--- src/swt_pkg.sv ---
package swt_pkg;

    localparam int CHUNK_W     = 64;
    localparam int COUNT_W     = 31;
    localparam int POS_W       = 14;
    localparam int STATUS_W    = 2;
    localparam int KEY_LEN_W   = 7;
    localparam int MAX_KEY_LEN = 50;

    localparam logic [1:0] ACT_CLEAR  = 2'd0;
    localparam logic [1:0] ACT_APPEND = 2'd1;
    localparam logic [1:0] ACT_QUERY  = 2'd2;

    localparam logic [STATUS_W-1:0] ST_DONE    = 2'd0;
    localparam logic [STATUS_W-1:0] ST_FULL    = 2'd1;
    localparam logic [STATUS_W-1:0] ST_BAD_KEY = 2'd2;

    typedef struct packed {
        logic [1:0]         action;
        logic [CHUNK_W-1:0] key_chunk;
        logic               chunk_last;
        logic [COUNT_W-1:0] entry_count;
    } in_req_t;

    typedef struct packed {
        logic                found;
        logic [COUNT_W-1:0]  match_count;
        logic [POS_W-1:0]    match_position;
        logic [STATUS_W-1:0] status;
    } out_rsp_t;

    typedef enum logic [2:0] {
        OP_CLEAR,
        OP_APPEND,
        OP_APPEND_BAD,
        OP_QUERY,
        OP_QUERY_BAD
    } cmd_op_t;

    typedef struct packed {
        cmd_op_t            op;
        logic [COUNT_W-1:0] count;
    } cmd_t;

    typedef enum logic [2:0] {
        BK_IDLE,
        BK_WRITE,
        BK_MID,
        BK_READ,
        BK_CMP
    } back_state_t;

endpackage

--- src/swt_queue.sv ---
module swt_queue #(
    parameter int KC = 7
) (
    input  logic                clk,
    input  logic                rst_n,
    input  logic                push,
    input  swt_pkg::cmd_t       push_cmd,
    input  logic [KC-1:0][63:0] push_key,
    input  logic                pop,
    output logic                full,
    output logic                empty,
    output swt_pkg::cmd_t       head_cmd,
    output logic [KC-1:0][63:0] head_key
);
    import swt_pkg::*;

    cmd_t                       cmd_q [2];
    logic [KC-1:0][CHUNK_W-1:0] key_q [2];
    logic                       wr_ptr_reg, rd_ptr_reg;
    logic [1:0]                 fill_reg;

    assign full     = fill_reg == 2'd2;
    assign empty    = fill_reg == 2'd0;
    assign head_cmd = cmd_q[rd_ptr_reg];
    assign head_key = key_q[rd_ptr_reg];

    always_ff @(posedge clk)
    begin
        if (push && !full)
        begin
            cmd_q[wr_ptr_reg] <= push_cmd;
            key_q[wr_ptr_reg] <= push_key;
        end
    end

    always_ff @(posedge clk or negedge rst_n)
    begin
        if (!rst_n)
        begin
            wr_ptr_reg <= 1'b0;
            rd_ptr_reg <= 1'b0;
            fill_reg   <= 2'd0;
        end
        else
        begin
            if (push && !full)
                wr_ptr_reg <= !wr_ptr_reg;
            if (pop && !empty)
                rd_ptr_reg <= !rd_ptr_reg;
            fill_reg <= fill_reg + 2'((push && !full) ? 1 : 0)
                                 - 2'((pop && !empty) ? 1 : 0);
        end
    end

endmodule

--- config.mk ---
export PLATFORM = sky130hd
export DESIGN_NAME = swt_queue
export DESIGN_NICKNAME = d
export VERILOG_FILES = /design/src/swt_pkg.sv /design/src/swt_queue.sv
export SDC_FILE = /design/constraint.sdc
export NUM_CORES = 1
export LEC_CHECK = 0
export BUFFER_PORTS_ARGS = -buffer_cell sky130_fd_sc_hd__clkbuf_2
export CAP_MARGIN = 0
export CORE_AREA = 2 2 379 381
export DETAILED_ROUTE_END_ITERATION = 7
export DIE_AREA = 0 0 381 383
export PLACE_DENSITY = 0.49
export SYNTH_ARGS = -nofsm -noshare
export SYNTH_HDL_FRONTEND = slang
export SYNTH_SLANG_ARGS = --single-unit
--- constraint.sdc ---
create_clock -name clk -period 31.3 [get_ports clk]
set_input_delay 4.695 -clock clk [delete_from_list [all_inputs] [get_ports clk]]
set_output_delay 4.695 -clock clk [all_outputs]
set_load 0.02 [all_outputs]
==> run_results.csv <==
group,metric,value,unit
synthesis,yosysUniqueCellTypes,17,
timing,setup_tns,0,ns
setup_path,cp_cell_sequence,"buf_12, buf_4, buf_4, buf_4, mux2_2, clkbuf_2",
grt,grtUsageTotal,12.5,%
synthesis,synth_seq_cells,968,
setup_path,critPathMaxFanout,110,
synthesis,synth_warnings,0,
final_layout,fillerInstances,13900,
routing,first_pass_iters,5,
timing,maxSlewViolCount,0,
clock_network,htreeDepth,3,
synthesis,synthesis.nets,2006,
timing,rsz0062_at_grt,"false",
routing,viasPerCell,4.01,
synthesis,ys_top_cells_by_count,"964 x edfxtp_1, 470 x mux2_4, 44 x buf_12, 12 x mux2_2, 8 x buf_8",
timing,setup_violations,0,
synthesis,synth_top_cell_area_share,77.5,%
floorplanning,die_y,383,um
floorplanning,ioPinCount,970,
synthesis,synth_edf_count,964,
clock_network,clockBufferDepth,3,
setup_path,crit_slowest_cell,"dfrtp_4",
clock_network,cts-resized-gates,0,
setup_path,worstSetupPathType,"reg -> out",
synthesis,postSynthCellCount,1518,
timing,final.setup.worst_slack,20.75,ns
synthesis,syn_avg_cell_area,24.6,um2
floorplanning,fp.dieArea,146000,um2
timing,relSlewSlack,20.0,%
synthesis,synth_most_common_cell,"edfxtp_1",
final_layout,nNetsFinal,3049,
grt,grt_pass1_vias,18700,
placed_design,pre_cts_slack,21.36,ns
clock_network,cts_tree,"built",
synthesis,synth_area,37400,um2
pwr,ir_drop,0.0614,mV
clock_network,post_cts_buffers,0,
timing,worst_pin_slew,1.20,ns
pwr,p_per_area,101,nW/um2
final_layout,largest_reg_flops,896,
setup_path,max_stage_delay,0.99,ns
routing,drc,0,
floorplanning,chipWidth,381,um
synthesis,yosysSeqAreaShare,77.8,%
run,cap_viol_max_count,0,
grt,antenna_found_initial,29,
timing,hold_viol_final,0,
synthesis,synth_ff_type,"edfxtp_1",
final_layout,syn2layout_area_growth,26.7,%
floorplanning,initial_core_util,26.3,%
status,outcome,"completed",
routing,drtAntennaViolNets,0,
clock_network,cts_buffers,106,
placed_design,portBuffers,969,
routing,routedWlPerCell,20.8,um
setup_path,critPathArrivalTime,5.86,ns
routing,num_vias,18300,
min_path,worst_hold_path_type,"reg -> reg",
synthesis,postSynth.asyncResetShare,0.413,%
floorplanning,row_count,139,
timing,min_period_over_period,33.7,%
timing,fin_skew,0.0461,ns
clock_network,cts-root-buf,"clkbuf_16",
clock_network,clk_pin_slew,0.06,ns
grt,grt_pass1_wl,132000,um
setup_path,cp-start-kind,"flop",
clock_network,clock-sinks,968,
grt,grt.overflow.total,0,
final_layout,drive_gt1_share,61.4,%
timing,clock.fmax,94.8,MHz
timing,period_needed,10.55,ns
placed_design,gp_congestion,0.786,
setup_path,worstPathRequired,26.61,ns
synthesis,synth_top_cell_by_area,"edfxtp_1",
clock_network,cts_hold_buf,0,
setup_path,end_kind,"output pin",
grt,grt_max_degree,146,
synthesis,synthTopCellsByArea,"edfxtp_1 77%, mux2_4 19%, buf_12 2.4%",
floorplanning,core-area,142000,um2
routing,wirelength,94800,um
clock_network,clk_latency,0.72,ns
pwr,power.leakage,18.8,nW
routing,drt_iter0_markers,938,
placed_design,place_hpwl,66400,um
setup_path,path_common_cell,"buf_4",
kinds of logic (layout without fill, tap and decap cells):
| group | Yosys count | after routing | share of synthesized area [%] |
|---|---|---|---|
| flops | 968 | 968 | 77.8 |
| mux | 482 | 482 | 19.3 |
| buf+inv | 56 | 1187 | 2.75 |
| simple gates | 6 | 6 | 0.0804 |
| xor+xnor | 4 | 4 | 0.0938 |
| fa+ha+maj | 2 | 2 | 0.0670 |
| other cells | 0 | 14 | 0 |
report_power, final:
part | leakage [nW] | switching, mW | internal [mW]
sequential | 9.00 | 0.0839 | 1.78
clock | 1.69 | 0.511 | 0.732
combinational | 8.10 | 0.990 | 0.694
critical path: cells and delay by family, from the launching register on:
kind	cells	cell delay (ns)
mux	1	0.42
buf+inv	5	3.38
flops	1	0.99
through the flow:
step / hold WS, ns / std cells / power (mW) / utilization (%) / instance area, um2
final: 0.504 / 4566 / 4.79 / 33.3 / 47300
after global routing: 0.532 / 4563 / 5.00 / 33.3 / 47300
after CTS: 0.504 / 4552 / 4.88 / 33.2 / 47300
after detailed placement: 0.496 / 4356 / 3.61 / 30.8 / 43800
after global placement: 0.482 / 4356 / 3.61 / 30.8 / 43800
after floorplan: 0.461 / 1518 / 3.38 / - / 37400
cells in the final DEF (no fill, tap or decap), types with 12 or more instances in the layout:
cell type	instances
buf_4	17
bufinv_16	12
clkbuf_1	20
clkbuf_16	108
clkbuf_2	969
clkinv_1	24
clkinv_2	19
diode_2	14
edfxtp_1	964
mux2_2	12
mux2_4	470
final cells by class:
| class | count | area, um2 | area share [%] |
|---|---|---|---|
| clock inverter | 68 | 736 | 1.55 |
| sequential | 968 | 29100 | 61.4 |
| antenna | 14 | 35.0 | 0.0740 |
| tap | 1903 | 2380 | 5.03 |
| timing repair buffer | 989 | 5040 | 10.6 |
| multi-input combinational | 494 | 7290 | 15.4 |
| clock buffer | 128 | 2780 | 5.87 |
| inverter | 2 | 7.51 | 0.0159 |
routing by layer:
metal	part of all wire, %	wire length, um	GRT usage (%)
met5	0.18	173	0
met4	2.6	2450	4.92
met3	10	9440	5.68
met2	50	47300	20.8
met1	37	35500	13.7
path summary, 6_finish.rpt:
path / from / to / slack, ns / depth (start not counted)
worst max register to register: fill_reg[1] / key_q[0][147] / 26.08 / 7
worst max-delay path: rd_ptr_reg / head_cmd[33] / 20.75 / 6
min in group asynchronous: rst_n / rd_ptr_reg / 3.81 / 1
max in group asynchronous: rst_n / rd_ptr_reg / 27.34 / 1
worst min register to register: fill_reg[1] / fill_reg[1] / 0.50 / 1
worst min-delay path: fill_reg[1] / fill_reg[1] / 0.50 / 1
Power figures use the tool's default switching activity.
