==> src/swt_pkg.sv <==
package swt_pkg;

    localparam int CHUNK_W     = 64;
    localparam int COUNT_W     = 31;
    localparam int POS_W       = 14;
    localparam int STATUS_W    = 2;
    localparam int KEY_LEN_W   = 7;
    localparam int MAX_KEY_LEN = 50;

    localparam logic [1:0] ACT_CLEAR  = 2'd0;
    localparam logic [1:0] ACT_APPEND = 2'd1;
    localparam logic [1:0] ACT_QUERY  = 2'd2;

    localparam logic [STATUS_W-1:0] ST_DONE    = 2'd0;
    localparam logic [STATUS_W-1:0] ST_FULL    = 2'd1;
    localparam logic [STATUS_W-1:0] ST_BAD_KEY = 2'd2;

    typedef struct packed {
        logic [1:0]         action;
        logic [CHUNK_W-1:0] key_chunk;
        logic               chunk_last;
        logic [COUNT_W-1:0] entry_count;
    } in_req_t;

    typedef struct packed {
        logic                found;
        logic [COUNT_W-1:0]  match_count;
        logic [POS_W-1:0]    match_position;
        logic [STATUS_W-1:0] status;
    } out_rsp_t;

    typedef enum logic [2:0] {
        OP_CLEAR,
        OP_APPEND,
        OP_APPEND_BAD,
        OP_QUERY,
        OP_QUERY_BAD
    } cmd_op_t;

    typedef struct packed {
        cmd_op_t            op;
        logic [COUNT_W-1:0] count;
    } cmd_t;

    typedef enum logic [2:0] {
        BK_IDLE,
        BK_WRITE,
        BK_MID,
        BK_READ,
        BK_CMP
    } back_state_t;

endpackage

==> src/swt_front.sv <==
module swt_front #(
    parameter int KEY_BYTES = 56,
    parameter int KC        = 7
) (
    input  logic                     clk,
    input  logic                     rst_n,
    input  logic                     req_valid,
    output logic                     req_ready,
    input  swt_pkg::in_req_t         req,
    input  logic                     q_full,
    output logic                     push,
    output swt_pkg::cmd_t            push_cmd,
    output logic [KC-1:0][63:0]      push_key
);
    import swt_pkg::*;

    localparam int CW  = $clog2(KC + 1);
    localparam int CIW = (KC > 1) ? $clog2(KC) : 1;

    logic [KC-1:0][CHUNK_W-1:0] buf_reg, buf_upd;
    logic [CW-1:0]              ci_reg, ci_next;
    logic                       term_reg, term_next;
    logic [KEY_LEN_W-1:0]       len_reg, len_next;

    logic                       accept;
    logic                       chunk_fresh;
    logic [CHUNK_W-1:0]         masked;
    logic [9:0]                 bpos;
    logic                       key_ok;
    logic [KEY_LEN_W-1:0]       key_len;
    logic                       key_op;

    assign req_ready   = !q_full;
    assign accept      = req_valid && req_ready;
    assign chunk_fresh = ci_reg < CW'(KC);
    assign key_op      = (req.action == ACT_APPEND) || (req.action == ACT_QUERY);

    // mask bytes past the terminator or past the key width, track first zero
    always_comb
    begin
        masked    = req.key_chunk;
        term_next = term_reg;
        len_next  = len_reg;
        bpos      = '0;
        if (chunk_fresh)
        begin
            for (int j = 0; j < 8; j++)
            begin
                bpos = (10'(ci_reg) << 3) + 10'(j);
                if (term_next || bpos >= 10'(KEY_BYTES))
                begin
                    masked[j*8 +: 8] = 8'd0;
                end
                else if (req.key_chunk[j*8 +: 8] == 8'd0)
                begin
                    term_next = 1'b1;
                    len_next  = KEY_LEN_W'(bpos);
                end
            end
        end
    end

    always_comb
    begin
        buf_upd = buf_reg;
        ci_next = ci_reg;
        if (chunk_fresh)
        begin
            buf_upd[ci_reg[CIW-1:0]] = masked;
            ci_next = ci_reg + CW'(1);
        end
    end

    // unwritten chunks are zero, so their first byte terminates the key
    always_comb
    begin
        key_ok  = 1'b1;
        key_len = len_next;
        if (!term_next)
        begin
            if (ci_next < CW'(KC))
            begin
                key_len = KEY_LEN_W'(ci_next) << 3;
            end
            else
            begin
                key_ok  = 1'b0;
                key_len = '0;
            end
        end
    end

    always_comb
    begin
        push           = 1'b0;
        push_cmd.op    = OP_CLEAR;
        push_cmd.count = req.entry_count;
        push_key       = buf_upd;
        if (accept)
        begin
            if (req.action == ACT_CLEAR)
            begin
                push        = 1'b1;
                push_cmd.op = OP_CLEAR;
            end
            else if (key_op && req.chunk_last)
            begin
                push = 1'b1;
                if (req.action == ACT_APPEND)
                begin
                    if (key_ok && key_len != '0 && key_len <= KEY_LEN_W'(MAX_KEY_LEN))
                        push_cmd.op = OP_APPEND;
                    else
                        push_cmd.op = OP_APPEND_BAD;
                end
                else
                begin
                    push_cmd.op = key_ok ? OP_QUERY : OP_QUERY_BAD;
                end
            end
        end
    end

    always_ff @(posedge clk or negedge rst_n)
    begin
        if (!rst_n)
        begin
            buf_reg  <= '0;
            ci_reg   <= '0;
            term_reg <= 1'b0;
            len_reg  <= '0;
        end
        else if (accept)
        begin
            if (req.action == ACT_CLEAR || (key_op && req.chunk_last))
            begin
                buf_reg  <= '0;
                ci_reg   <= '0;
                term_reg <= 1'b0;
                len_reg  <= '0;
            end
            else if (key_op)
            begin
                buf_reg  <= buf_upd;
                ci_reg   <= ci_next;
                term_reg <= term_next;
                len_reg  <= len_next;
            end
        end
    end

endmodule

==> config.mk <==
export PLATFORM = sky130hd
export DESIGN_NAME = swt_front
export DESIGN_NICKNAME = d
export VERILOG_FILES = /design/src/swt_pkg.sv /design/src/swt_front.sv
export SDC_FILE = /design/constraint.sdc
export NUM_CORES = 1
export LEC_CHECK = 0
export ABC_AREA = 1
export BUFFER_PORTS_ARGS = -buffer_cell sky130_fd_sc_hd__clkbuf_2
export CORE_AREA = 2 2 225 227
export CTS_BUF_LIST = sky130_fd_sc_hd__clkbuf_4 sky130_fd_sc_hd__clkbuf_8 sky130_fd_sc_hd__clkbuf_16
export DETAILED_ROUTE_END_ITERATION = 16
export DIE_AREA = 0 0 227 229
export GPL_ROUTABILITY_DRIVEN = 0
export PLACE_DENSITY = 0.8
export SLEW_MARGIN = 20
export SYNTH_ARGS = -nofsm -noshare
export SYNTH_HDL_FRONTEND = slang
export SYNTH_SLANG_ARGS = --single-unit
==> constraint.sdc <==
create_clock -name clk -period 5.61 [get_ports clk]
set_input_delay 1.122 -clock clk [delete_from_list [all_inputs] [get_ports clk]]
set_output_delay 1.122 -clock clk [all_outputs]
set_load 0.05 [all_outputs]
==> results of run 1 <==
==> synthesized netlist by cell type, drive strengths merged (2+ instances only) <==
master	n	area, um2
nand3	19	100
buf	32	236
dfrtp	459	11500
or2	2	12.5
nand4	9	62.6
o21ai	518	2600
ha	5	62.6
nor2	68	287
nand2	676	2570
inv	235	882
a21oi	10	68.8
o21a	48	360
clkbuf	191	717
clkinv	3	11.3
nor4	4	25.0
nor3	7	35.0
a22o	321	2810
o22ai	15	93.8
==> area by class of cell <==
cell class,instances,share of cell area
Antenna cell,1,0.0000917
Multi-Input combinational cell,1708,0.337
Clock buffer,68,0.0546
Tap cell,672,0.0308
Timing Repair Buffer,567,0.112
Clock inverter,21,0.0116
Sequential cell,459,0.421
Inverter,238,0.0336
==> worst max-delay path, stage by stage (launching register included) <==
cell and delay, ns:
dfrtp_1 0.51, ha_1 0.25, ha_1 0.21, nor2_2 0.26, inv_2 0.13, nor2_2 0.20
nand2_4 0.10, nand4_1 0.12, nand3_1 0.08, nor2_1 0.14, o41ai_1 0.13, nor2_4 0.19
nand2_2 0.08, nand2_1 0.11, nand2_4 0.10, nor2_1 0.18, inv_1 0.06, nand2_1 0.07
nor2_1 0.04, nand2_1 0.10, nand3_1 0.09, a21oi_1 0.14, buf_2 0.28
==> power by group <==
group          total, mW  switching [mW]  internal (mW)
sequential          4.19           0.307           3.88
combinational       6.83            5.40           1.43
clock               3.62            1.40           2.22
==> timing repair <==
item                                   CTS  global route
hold buffers                             0             0
endpoints found under the hold margin    0             0
gates resized for setup                  0             2
setup buffers                            0             0
setup endpoints to repair                0             2
==> metal layers <==
metal | up-vias | track usage | share of wire
met5 | - | 0 | 0
met4 | 0 | 0.124 | 0.044
met3 | 183 | 0.0765 | 0.099
met2 | 1008 | 0.421 | 0.44
met1 | 10000 | 0.368 | 0.41
li1 | 9691 | - | -
==> worst max path at each step <==
stage,endpoint,slack [ns],depth (start not counted)
after CTS,push_cmd[31],0.32,20
after global routing,push_cmd[31],0.01,22
final,push_cmd[31],0.33,22
after global placement,push_cmd[31],0.67,19
after detailed placement,push_cmd[31],0.61,19
after floorplan,push_cmd[33],0.55,15
==> kinds of logic after synthesis <==
| kind of cell | count (synthesis) | share of synthesized area |
|---|---|---|
| buf+inv | 461 | 0.0822 |
| fa+ha+maj | 5 | 0.00278 |
| simple gates | 786 | 0.138 |
| flops | 459 | 0.511 |
| compound gates | 917 | 0.266 |
==> per-stage QoR <==
step | instances | worst slack (ns) | utilization | hold slack [ns] | power (mW)
after floorplan | 2628 | 0.549 | - | 0.448 | 9.36
after global placement | 3644 | 0.668 | 0.513 | 0.460 | 10.9
final | 3734 | 0.326 | 0.549 | 0.479 | 14.6
after detailed placement | 3644 | 0.612 | 0.513 | 0.465 | 11.0
after CTS | 3733 | 0.323 | 0.549 | 0.481 | 14.6
after global routing | 3733 | 0.0132 | 0.549 | 0.497 | 15.3
==> results.sh, run 1 <==
export IMPL_ir_worst_vdd_mv=0.504
export IMPL_skew_ns=0.0191
export IMPL_reg2reg_to="buf_reg[112]$_DFFE_PN0P_"
export IMPL_fin_nets=3131
export IMPL_r2r_setup_slack_ns=2.19
export IMPL_startpoint_type="register"
export IMPL_wl_um=72700
export IMPL_ys_warn_count=0
export IMPL_clockRootBuffer="clkbuf_16"
export IMPL_area_delta_synth_final_pct=21.4
export IMPL_h_tree_depth=2
export IMPL_synthCells=2628
export IMPL_worstHoldStart="buf_reg[193]$_DFFE_PN0P_"
export IMPL_finalSetupViolations=0
export IMPL_clkSinkCount=459
export IMPL_tns_ns=0
export IMPL_fillers=4434
export IMPL_worstPathRequired_ns=4.49
export IMPL_worstPathArrival_ns=4.16
export IMPL_std_cell_rows=82
export IMPL_synth_seq_cells=459
export IMPL_multi_input_area_um2=9180
export IMPL_ys_seq_area_frac=0.511
export IMPL_cts_tree="built"
export IMPL_outcome="finished clean"
export IMPL_clkLatencyLatePin_ns=0.58
export IMPL_die_width_um=227
export IMPL_design_area_um2=27300
export IMPL_drive_gt1_frac=0.230
export IMPL_grtUsageTotal=0.276
export IMPL_cts_buffer_depth=3
export IMPL_synth_edf_count=0
export IMPL_slew_viol_final=0
export IMPL_async_reset_ff_frac=1.00
export IMPL_final_common_cell="nand2_1"
export IMPL_wl_per_cell_um=19.5
export IMPL_hold_class="reg -> reg"
export IMPL_reg2regPathDepth=16
export IMPL_post_dp_cell_area_um2=25500
export IMPL_core_area_um2=49700
export IMPL_gr_total_overflow=0
export IMPL_holdPathEnd="buf_reg[193]$_DFFE_PN0P_"
export IMPL_regArea_um2=11500
export IMPL_crit_path_end_kind="output port"
export IMPL_layout_common_cells="nand2_1, clkbuf_2, dfrtp_1, o21ai_0, a22o_1"
export IMPL_syn_area_per_cell_um2=8.55
export IMPL_numCtsBuffers=50
export IMPL_initial_core_util=0.453
export IMPL_yosys_most_used_dff="dfrtp_1"
export IMPL_max_slew_margin=0.321
export IMPL_grt_max_degree=162
export IMPL_clkTransAtPathRegs_ns=0.06
export IMPL_portBuffers=523
export IMPL_die_h_um=229
export IMPL_path_class="reg -> out"
export IMPL_drc=0
export IMPL_grt_pass1_vias=19900
export IMPL_largest_register_ffs=448
export IMPL_synth_nets=2735
export IMPL_viasPerCell=5.60
export IMPL_drtIter0Drc=2049
export IMPL_dr_pass1_iters=6
export IMPL_synth_cell_area_um2=22500
export IMPL_ant_nets=0
export IMPL_p_per_area_nw_per_um2=536
export IMPL_ios=586
export IMPL_crit_start="ci_reg[1]$_DFFE_PN0P_"
export IMPL_antenna_found_initial=1
export IMPL_min_period_ns=5.28
export IMPL_r2r_start="ci_reg[1]$_DFFE_PN0P_"
export IMPL_via_count=20900
export IMPL_drv_cap=0
export IMPL_whs_path_depth=2
export IMPL_yosysUniqueCellTypes=37
export IMPL_fmax_ghz=0.189
export IMPL_grt_setup_unrepaired="false"
export IMPL_hpwlAfterDp_um=48200
export IMPL_worst_pin_slew_ns=1.02
export IMPL_leakagePower_nw=14.4
export IMPL_worstPathMaxFanout=9
export IMPL_die_area_um2=52000
export IMPL_fin_crit_sh=0.942
export IMPL_hold_viol_final=0
export IMPL_grt_pass1_wl_um=113000
(Power assumes the default switching activity.)
==> run 2: changes to the inputs <==
--- a/config.mk
+++ b/config.mk
@@ -7,12 +7,14 @@
 export LEC_CHECK = 0
 export ABC_AREA = 1
 export BUFFER_PORTS_ARGS = -buffer_cell sky130_fd_sc_hd__clkbuf_2
-export CORE_AREA = 2 2 225 227
+export CELL_PAD_IN_SITES_DETAIL_PLACEMENT = 1
+export CELL_PAD_IN_SITES_GLOBAL_PLACEMENT = 1
+export CORE_MARGIN = 2
+export CORE_UTILIZATION = 42
 export CTS_BUF_LIST = sky130_fd_sc_hd__clkbuf_4 sky130_fd_sc_hd__clkbuf_8 sky130_fd_sc_hd__clkbuf_16
 export DETAILED_ROUTE_END_ITERATION = 16
-export DIE_AREA = 0 0 227 229
 export GPL_ROUTABILITY_DRIVEN = 0
-export PLACE_DENSITY = 0.8
+export PLACE_DENSITY = 0.95
 export SLEW_MARGIN = 20
 export SYNTH_ARGS = -nofsm -noshare
 export SYNTH_HDL_FRONTEND = slang
==> run 2 against run 1 <==
Worst hold slack gained 0.0022 ns. Register-to-register slack worse by 0.12 ns. Critical path depth is the same. Sequential power grew 1%. Highest routed layer unchanged. Non-clock buffer count down 8. First-iteration DRC count fell by 3.5%. Wire length increased by 28%. Maximum frequency hardly changed. Sequential share of layout area up 0.15 points. Total power rose by 2.1%. Cell count rose by 0.35%. Critical path type unchanged.
==> results.sh, run 2 (synthesized netlist as in run 1, its figures left out) <==
export IMPL_fin_nets=3124
export IMPL_worstPathRequired_ns=4.49
export IMPL_drive_gt1_frac=0.230
export IMPL_holdPathEnd="buf_reg[7]$_DFFE_PN0P_"
export IMPL_grt_pass1_wl_um=144000
export IMPL_r2r_setup_slack_ns=2.07
export IMPL_switchingPower_mw=7.52
export IMPL_cts_tree="built"
export IMPL_path_class="reg -> out"
export IMPL_die_width_um=235
export IMPL_die_area_um2=55400
export IMPL_dr_pass1_iters=5
export IMPL_stdcell_count=3747
export IMPL_fillers=6321
export IMPL_crit_path_end_kind="output port"
export IMPL_wl_um=92900
export IMPL_clkSinkCount=459
export IMPL_portBuffers=523
export IMPL_pwr_share_seq=0.284
export IMPL_post_dp_cell_area_um2=25400
export IMPL_p_sw_frac=0.503
export IMPL_worstPathArrival_ns=4.17
export IMPL_multi_input_area_um2=9190
export IMPL_slew_viol_final=0
export IMPL_gr_total_overflow=0
export IMPL_std_cell_rows=84
export IMPL_max_slew_margin=0.170
export IMPL_whs_path_depth=2
export IMPL_outcome="finished clean"
export IMPL_tns_ns=0
export IMPL_layout_setup_ws_ns=0.321
export IMPL_regArea_um2=11500
export IMPL_wl_per_cell_um=24.8
export IMPL_clkTransAtPathRegs_ns=0.07
export IMPL_largest_register_ffs=448
export IMPL_viasPerCell=5.99
export IMPL_ios=586
export IMPL_design_area_um2=27200
export IMPL_initial_core_util=0.426
export IMPL_numCtsBuffers=51
export IMPL_dpl_cell_count=3652
export IMPL_die_h_um=235
export IMPL_startpoint_type="register"
export IMPL_r2r_start="ci_reg[0]$_DFFE_PN0P_"
export IMPL_ir_worst_vdd_mv=0.370
export IMPL_drv_cap=0
export IMPL_clockRootBuffer="clkbuf_16"
export IMPL_h_tree_depth=2
export IMPL_min_period_ns=5.29
export IMPL_post_cts_buffers=0
export IMPL_worst_pin_slew_ns=1.25
export IMPL_hold_buffers=0
export IMPL_core_area_um2=52800
export IMPL_worstHoldStart="buf_reg[7]$_DFFE_PN0P_"
export IMPL_via_count=22400
export IMPL_skew_ns=0.0180
export IMPL_reg2reg_to="buf_reg[12]$_DFFE_PN0P_"
export IMPL_fmax_ghz=0.189
export IMPL_final_common_cell="nand2_1"
export IMPL_hpwlAfterDp_um=59100
export IMPL_layout_common_cells="nand2_1, clkbuf_2, dfrtp_1, o21ai_0, a22o_1"
export IMPL_finalSetupViolations=0
export IMPL_area_delta_synth_final_pct=21.0
export IMPL_fin_total_pwr_mw=14.9
export IMPL_power_frac_comb=0.476
export IMPL_ant_nets=0
export IMPL_drtIter0Drc=1977
export IMPL_cts_buffer_depth=3
export IMPL_crit_start="ci_reg[0]$_DFFE_PN0P_"
export IMPL_drc=0
export IMPL_p_per_area_nw_per_um2=550
export IMPL_grt_setup_unrepaired="false"
export IMPL_leakagePower_nw=14.4
export IMPL_fin_crit_sh=0.943
export IMPL_p_clk_frac=0.239
export IMPL_antenna_found_initial=0
export IMPL_grtUsageTotal=0.327
export IMPL_reg2regPathDepth=12
export IMPL_p_int_mw=7.42
export IMPL_place_worst_setup_slack_ns=0.545
export IMPL_grt_max_degree=174
export IMPL_grt_pass1_vias=24100
export IMPL_hold_class="reg -> reg"
export IMPL_worstPathMaxFanout=7
export IMPL_clkLatencyLatePin_ns=0.59
export IMPL_hold_viol_final=0
==> run 2: worst max-delay path by stage <==
stage | endpoint | slack, ns
after floorplan | push_cmd[33] | 0.55
after global placement | push_cmd[31] | 0.70
after detailed placement | push_cmd[31] | 0.54
after CTS | push_cmd[32] | 0.18
after global routing | push_cmd[32] | 0.03
final | push_cmd[32] | 0.32
==> run 2: routing by layer <==
metal,global-route usage,up-vias,share of wire
met2,0.539,1138,0.48
met3,0.0845,307,0.087
met4,0.151,0,0.048
li1,-,9626,-
met1,0.405,11400,0.39
met5,0,-,0
==> run 2: power by group through the flow <==
stage | registers (mW) | logic, mW | clock network [mW]
finish | 4.25 | 7.12 | 3.58
detailed placement | 4.27 | 6.94 | 0
floorplan | 4.15 | 5.21 | 0
global route | 4.31 | 7.43 | 3.74
global placement | 4.20 | 6.75 | 0
CTS | 4.24 | 7.07 | 3.60
==> run 2: layout make-up <==
type,instances,area share
Multi-Input combinational cell,1708,0.338
Antenna cell,1,0.0000920
Sequential cell,459,0.423
Tap cell,688,0.0317
Clock buffer,80,0.0597
Timing Repair Buffer,559,0.109
Clock inverter,14,0.00561
Inverter,238,0.0340
==> run 2: worst max-delay path: stages, from the launching register on <==
cell and delay [ns]:
dfrtp_1 0.48, ha_1 0.24, ha_1 0.24, nor2_4 0.20, inv_2 0.10, nor2_2 0.17, nand2_4 0.10, nand3_1 0.13
nand3_1 0.10, nor2_1 0.14, o41ai_1 0.13, nor2_4 0.20, nand3_1 0.18, nand2_1 0.12, nand2_1 0.12, o21ai_1 0.22
inv_1 0.08, nand2_1 0.10, nand3_2 0.08, nand4_1 0.08, nand2_1 0.06, inv_1 0.05, buf_2 0.25
==> run 2: timing repair <==
item | 4_1_cts | 5_1_grt
resized for setup | 0 | 4
endpoints found under the hold margin | 0 | 0
setup endpoints to repair | 0 | 2
==> run 2: metrics by stage <==
| step | utilization | hold slack, ns |
|---|---|---|
| after floorplan | - | 0.448 |
| after global placement | 0.481 | 0.461 |
| after detailed placement | 0.481 | 0.468 |
| after CTS | 0.515 | 0.486 |
| after global routing | 0.515 | 0.509 |
| final | 0.515 | 0.481 |
==> run 3: changes to the inputs <==
--- a/config.mk
+++ b/config.mk
@@ -6,7 +6,7 @@
 export NUM_CORES = 1
 export LEC_CHECK = 0
 export ABC_AREA = 1
-export BUFFER_PORTS_ARGS = -buffer_cell sky130_fd_sc_hd__clkbuf_2
+export BUFFER_PORTS_ARGS = -buffer_cell sky130_fd_sc_hd__buf_2
 export CELL_PAD_IN_SITES_DETAIL_PLACEMENT = 1
 export CELL_PAD_IN_SITES_GLOBAL_PLACEMENT = 1
 export CORE_MARGIN = 2
==> run 3 against run 2 <==
Maximum frequency shrank 0.67%. Die area is the same. Core utilization grew 0.24 points. Largest power group unchanged. Final area grew 0.46%. Clock skew grew 0.0017 ns. Critical endpoint is now push_cmd[31]. Worst hold slack lost 0.0014 ns.
==> results.sh, run 3 (synthesized netlist as in run 1, its figures left out) <==
export IMPL_outcome="finished clean"
export IMPL_hold_buffers=0
export IMPL_largest_register_ffs=448
export IMPL_cts_tree="built"
export IMPL_whs_path_depth=2
export IMPL_cts_buffer_depth=3
export IMPL_tns_ns=0
export IMPL_dr_pass1_iters=5
export IMPL_fillers=6285
export IMPL_min_period_ns=5.32
export IMPL_die_area_um2=55400
export IMPL_clockRootBuffer="clkbuf_16"
export IMPL_place_worst_setup_slack_ns=0.511
export IMPL_post_dp_cell_area_um2=25400
export IMPL_path_class="reg -> out"
export IMPL_initial_core_util=0.426
export IMPL_area_delta_synth_final_pct=21.5
export IMPL_fin_nets=3126
export IMPL_final_common_cell="nand2_1"
export IMPL_regArea_um2=11500
export IMPL_clkTransAtPathRegs_ns=0.06
export IMPL_wl_um=92600
export IMPL_ant_nets=0
export IMPL_drv_cap=0
export IMPL_die_h_um=235
export IMPL_skew_ns=0.0197
export IMPL_p_int_mw=7.55
export IMPL_viasPerCell=6.01
export IMPL_design_area_um2=27300
export IMPL_grt_pass1_vias=23900
export IMPL_reg2regPathDepth=18
export IMPL_max_slew_margin=0.329
export IMPL_antenna_found_initial=1
export IMPL_gr_total_overflow=0
export IMPL_die_width_um=235
export IMPL_cts_resized=0
export IMPL_grt_max_degree=178
export IMPL_slew_viol_final=0
export IMPL_fin_crit_sh=0.949
export IMPL_grt_setup_unrepaired="false"
export IMPL_drive_gt1_frac=0.230
export IMPL_ios=586
export IMPL_layout_setup_ws_ns=0.285
export IMPL_clkSinkCount=459
export IMPL_numCtsBuffers=52
export IMPL_worstPathRequired_ns=4.49
export IMPL_hpwlAfterDp_um=60000
export IMPL_grt_pass1_wl_um=143000
export IMPL_power_frac_comb=0.471
export IMPL_post_cts_buffers=0
export IMPL_portBuffers=523
export IMPL_pwr_share_seq=0.283
export IMPL_std_cell_rows=84
export IMPL_drc=0
export IMPL_hold_class="reg -> reg"
export IMPL_leakagePower_nw=14.7
export IMPL_crit_path_end_kind="output port"
export IMPL_h_tree_depth=2
export IMPL_hold_viol_final=0
export IMPL_wl_per_cell_um=24.7
export IMPL_p_clk_frac=0.246
export IMPL_drtIter0Drc=2024
export IMPL_multi_input_area_um2=9190
export IMPL_worst_pin_slew_ns=1.01
export IMPL_grtUsageTotal=0.326
export IMPL_clkLatencyLatePin_ns=0.61
export IMPL_worstPathArrival_ns=4.20
export IMPL_via_count=22500
export IMPL_finalSetupViolations=0
export IMPL_p_sw_frac=0.498
export IMPL_ir_worst_vdd_mv=0.377
export IMPL_switchingPower_mw=7.49
export IMPL_worstPathMaxFanout=9
export IMPL_p_per_area_nw_per_um2=551
export IMPL_layout_common_cells="nand2_1, buf_2, dfrtp_1, o21ai_0, a22o_1"
export IMPL_fmax_ghz=0.188
export IMPL_core_area_um2=52800
export IMPL_startpoint_type="register"
-- run 3: metrics by stage --
step	util	hold WS, ns	std cells	power, mW
6_report	0.518	0.480	3749	15.0
2_1_floorplan	-	0.448	2628	9.36
5_1_grt	0.518	0.510	3748	15.6
3_3_place_gp	0.481	0.461	3651	10.9
4_1_cts	0.516	0.488	3746	15.0
3_5_place_dp	0.481	0.472	3651	11.2
-- run 3: final cells by class --
class / instances / share of cell area
antenna: 1 / 0.0000916
clock buffer: 82 / 0.0611
clock inverter: 13 / 0.00687
inverter: 238 / 0.0337
multi-input combinational: 1708 / 0.336
sequential: 459 / 0.421
tap: 688 / 0.0315
timing repair buffer: 560 / 0.110
-- run 3: final timing paths --
check,startpoint,to,slack (ns)
max,ci_reg[1]$_DFFE_PN0P_,push_cmd[31],0.29
min,buf_reg[268]$_DFFE_PN0P_,buf_reg[268]$_DFFE_PN0P_,0.48
max reg2reg,ci_reg[1]$_DFFE_PN0P_,buf_reg[125]$_DFFE_PN0P_,2.17
min reg2reg,buf_reg[268]$_DFFE_PN0P_,buf_reg[268]$_DFFE_PN0P_,0.48
max in group asynchronous,rst_n,buf_reg[316]$_DFFE_PN0P_,3.74
min in group asynchronous,rst_n,buf_reg[428]$_DFFE_PN0P_,0.58
-- run 3: metal layers --
metal  wire, um  track usage  vias to the layer above
met5          0            0                        -
met4       4360        0.148                        0
met3       8200       0.0885                      288
met2      44400        0.543                     1113
met1      35700        0.395                    11500
li1           -            -                     9659
-- run 3: critical path, stage by stage (launching register included) --
cell	delay [ns]
dfrtp_1	0.52
ha_1	0.25
ha_1	0.23
nor2_4	0.19
inv_2	0.11
nor2_2	0.18
nand2_4	0.10
nand4_1	0.14
nor2_1	0.08
nor2_1	0.17
o41ai_1	0.13
nor2_4	0.20
nand2_2	0.08
nand2_1	0.13
nand2_4	0.12
nor2_1	0.22
inv_1	0.07
nand2_1	0.07
nor2_1	0.04
nand2_1	0.09
nand3_1	0.09
a21oi_1	0.14
clkbuf_4	0.25
-- run 3: power groups by stage --
stage,combinational (mW),sequential (mW),clock (mW)
4_1_cts,7.03,4.24,3.73
5_1_grt,7.41,4.31,3.86
3_3_place_gp,6.73,4.20,0
6_report,7.09,4.25,3.71
2_1_floorplan,5.21,4.15,0
3_5_place_dp,6.93,4.27,0
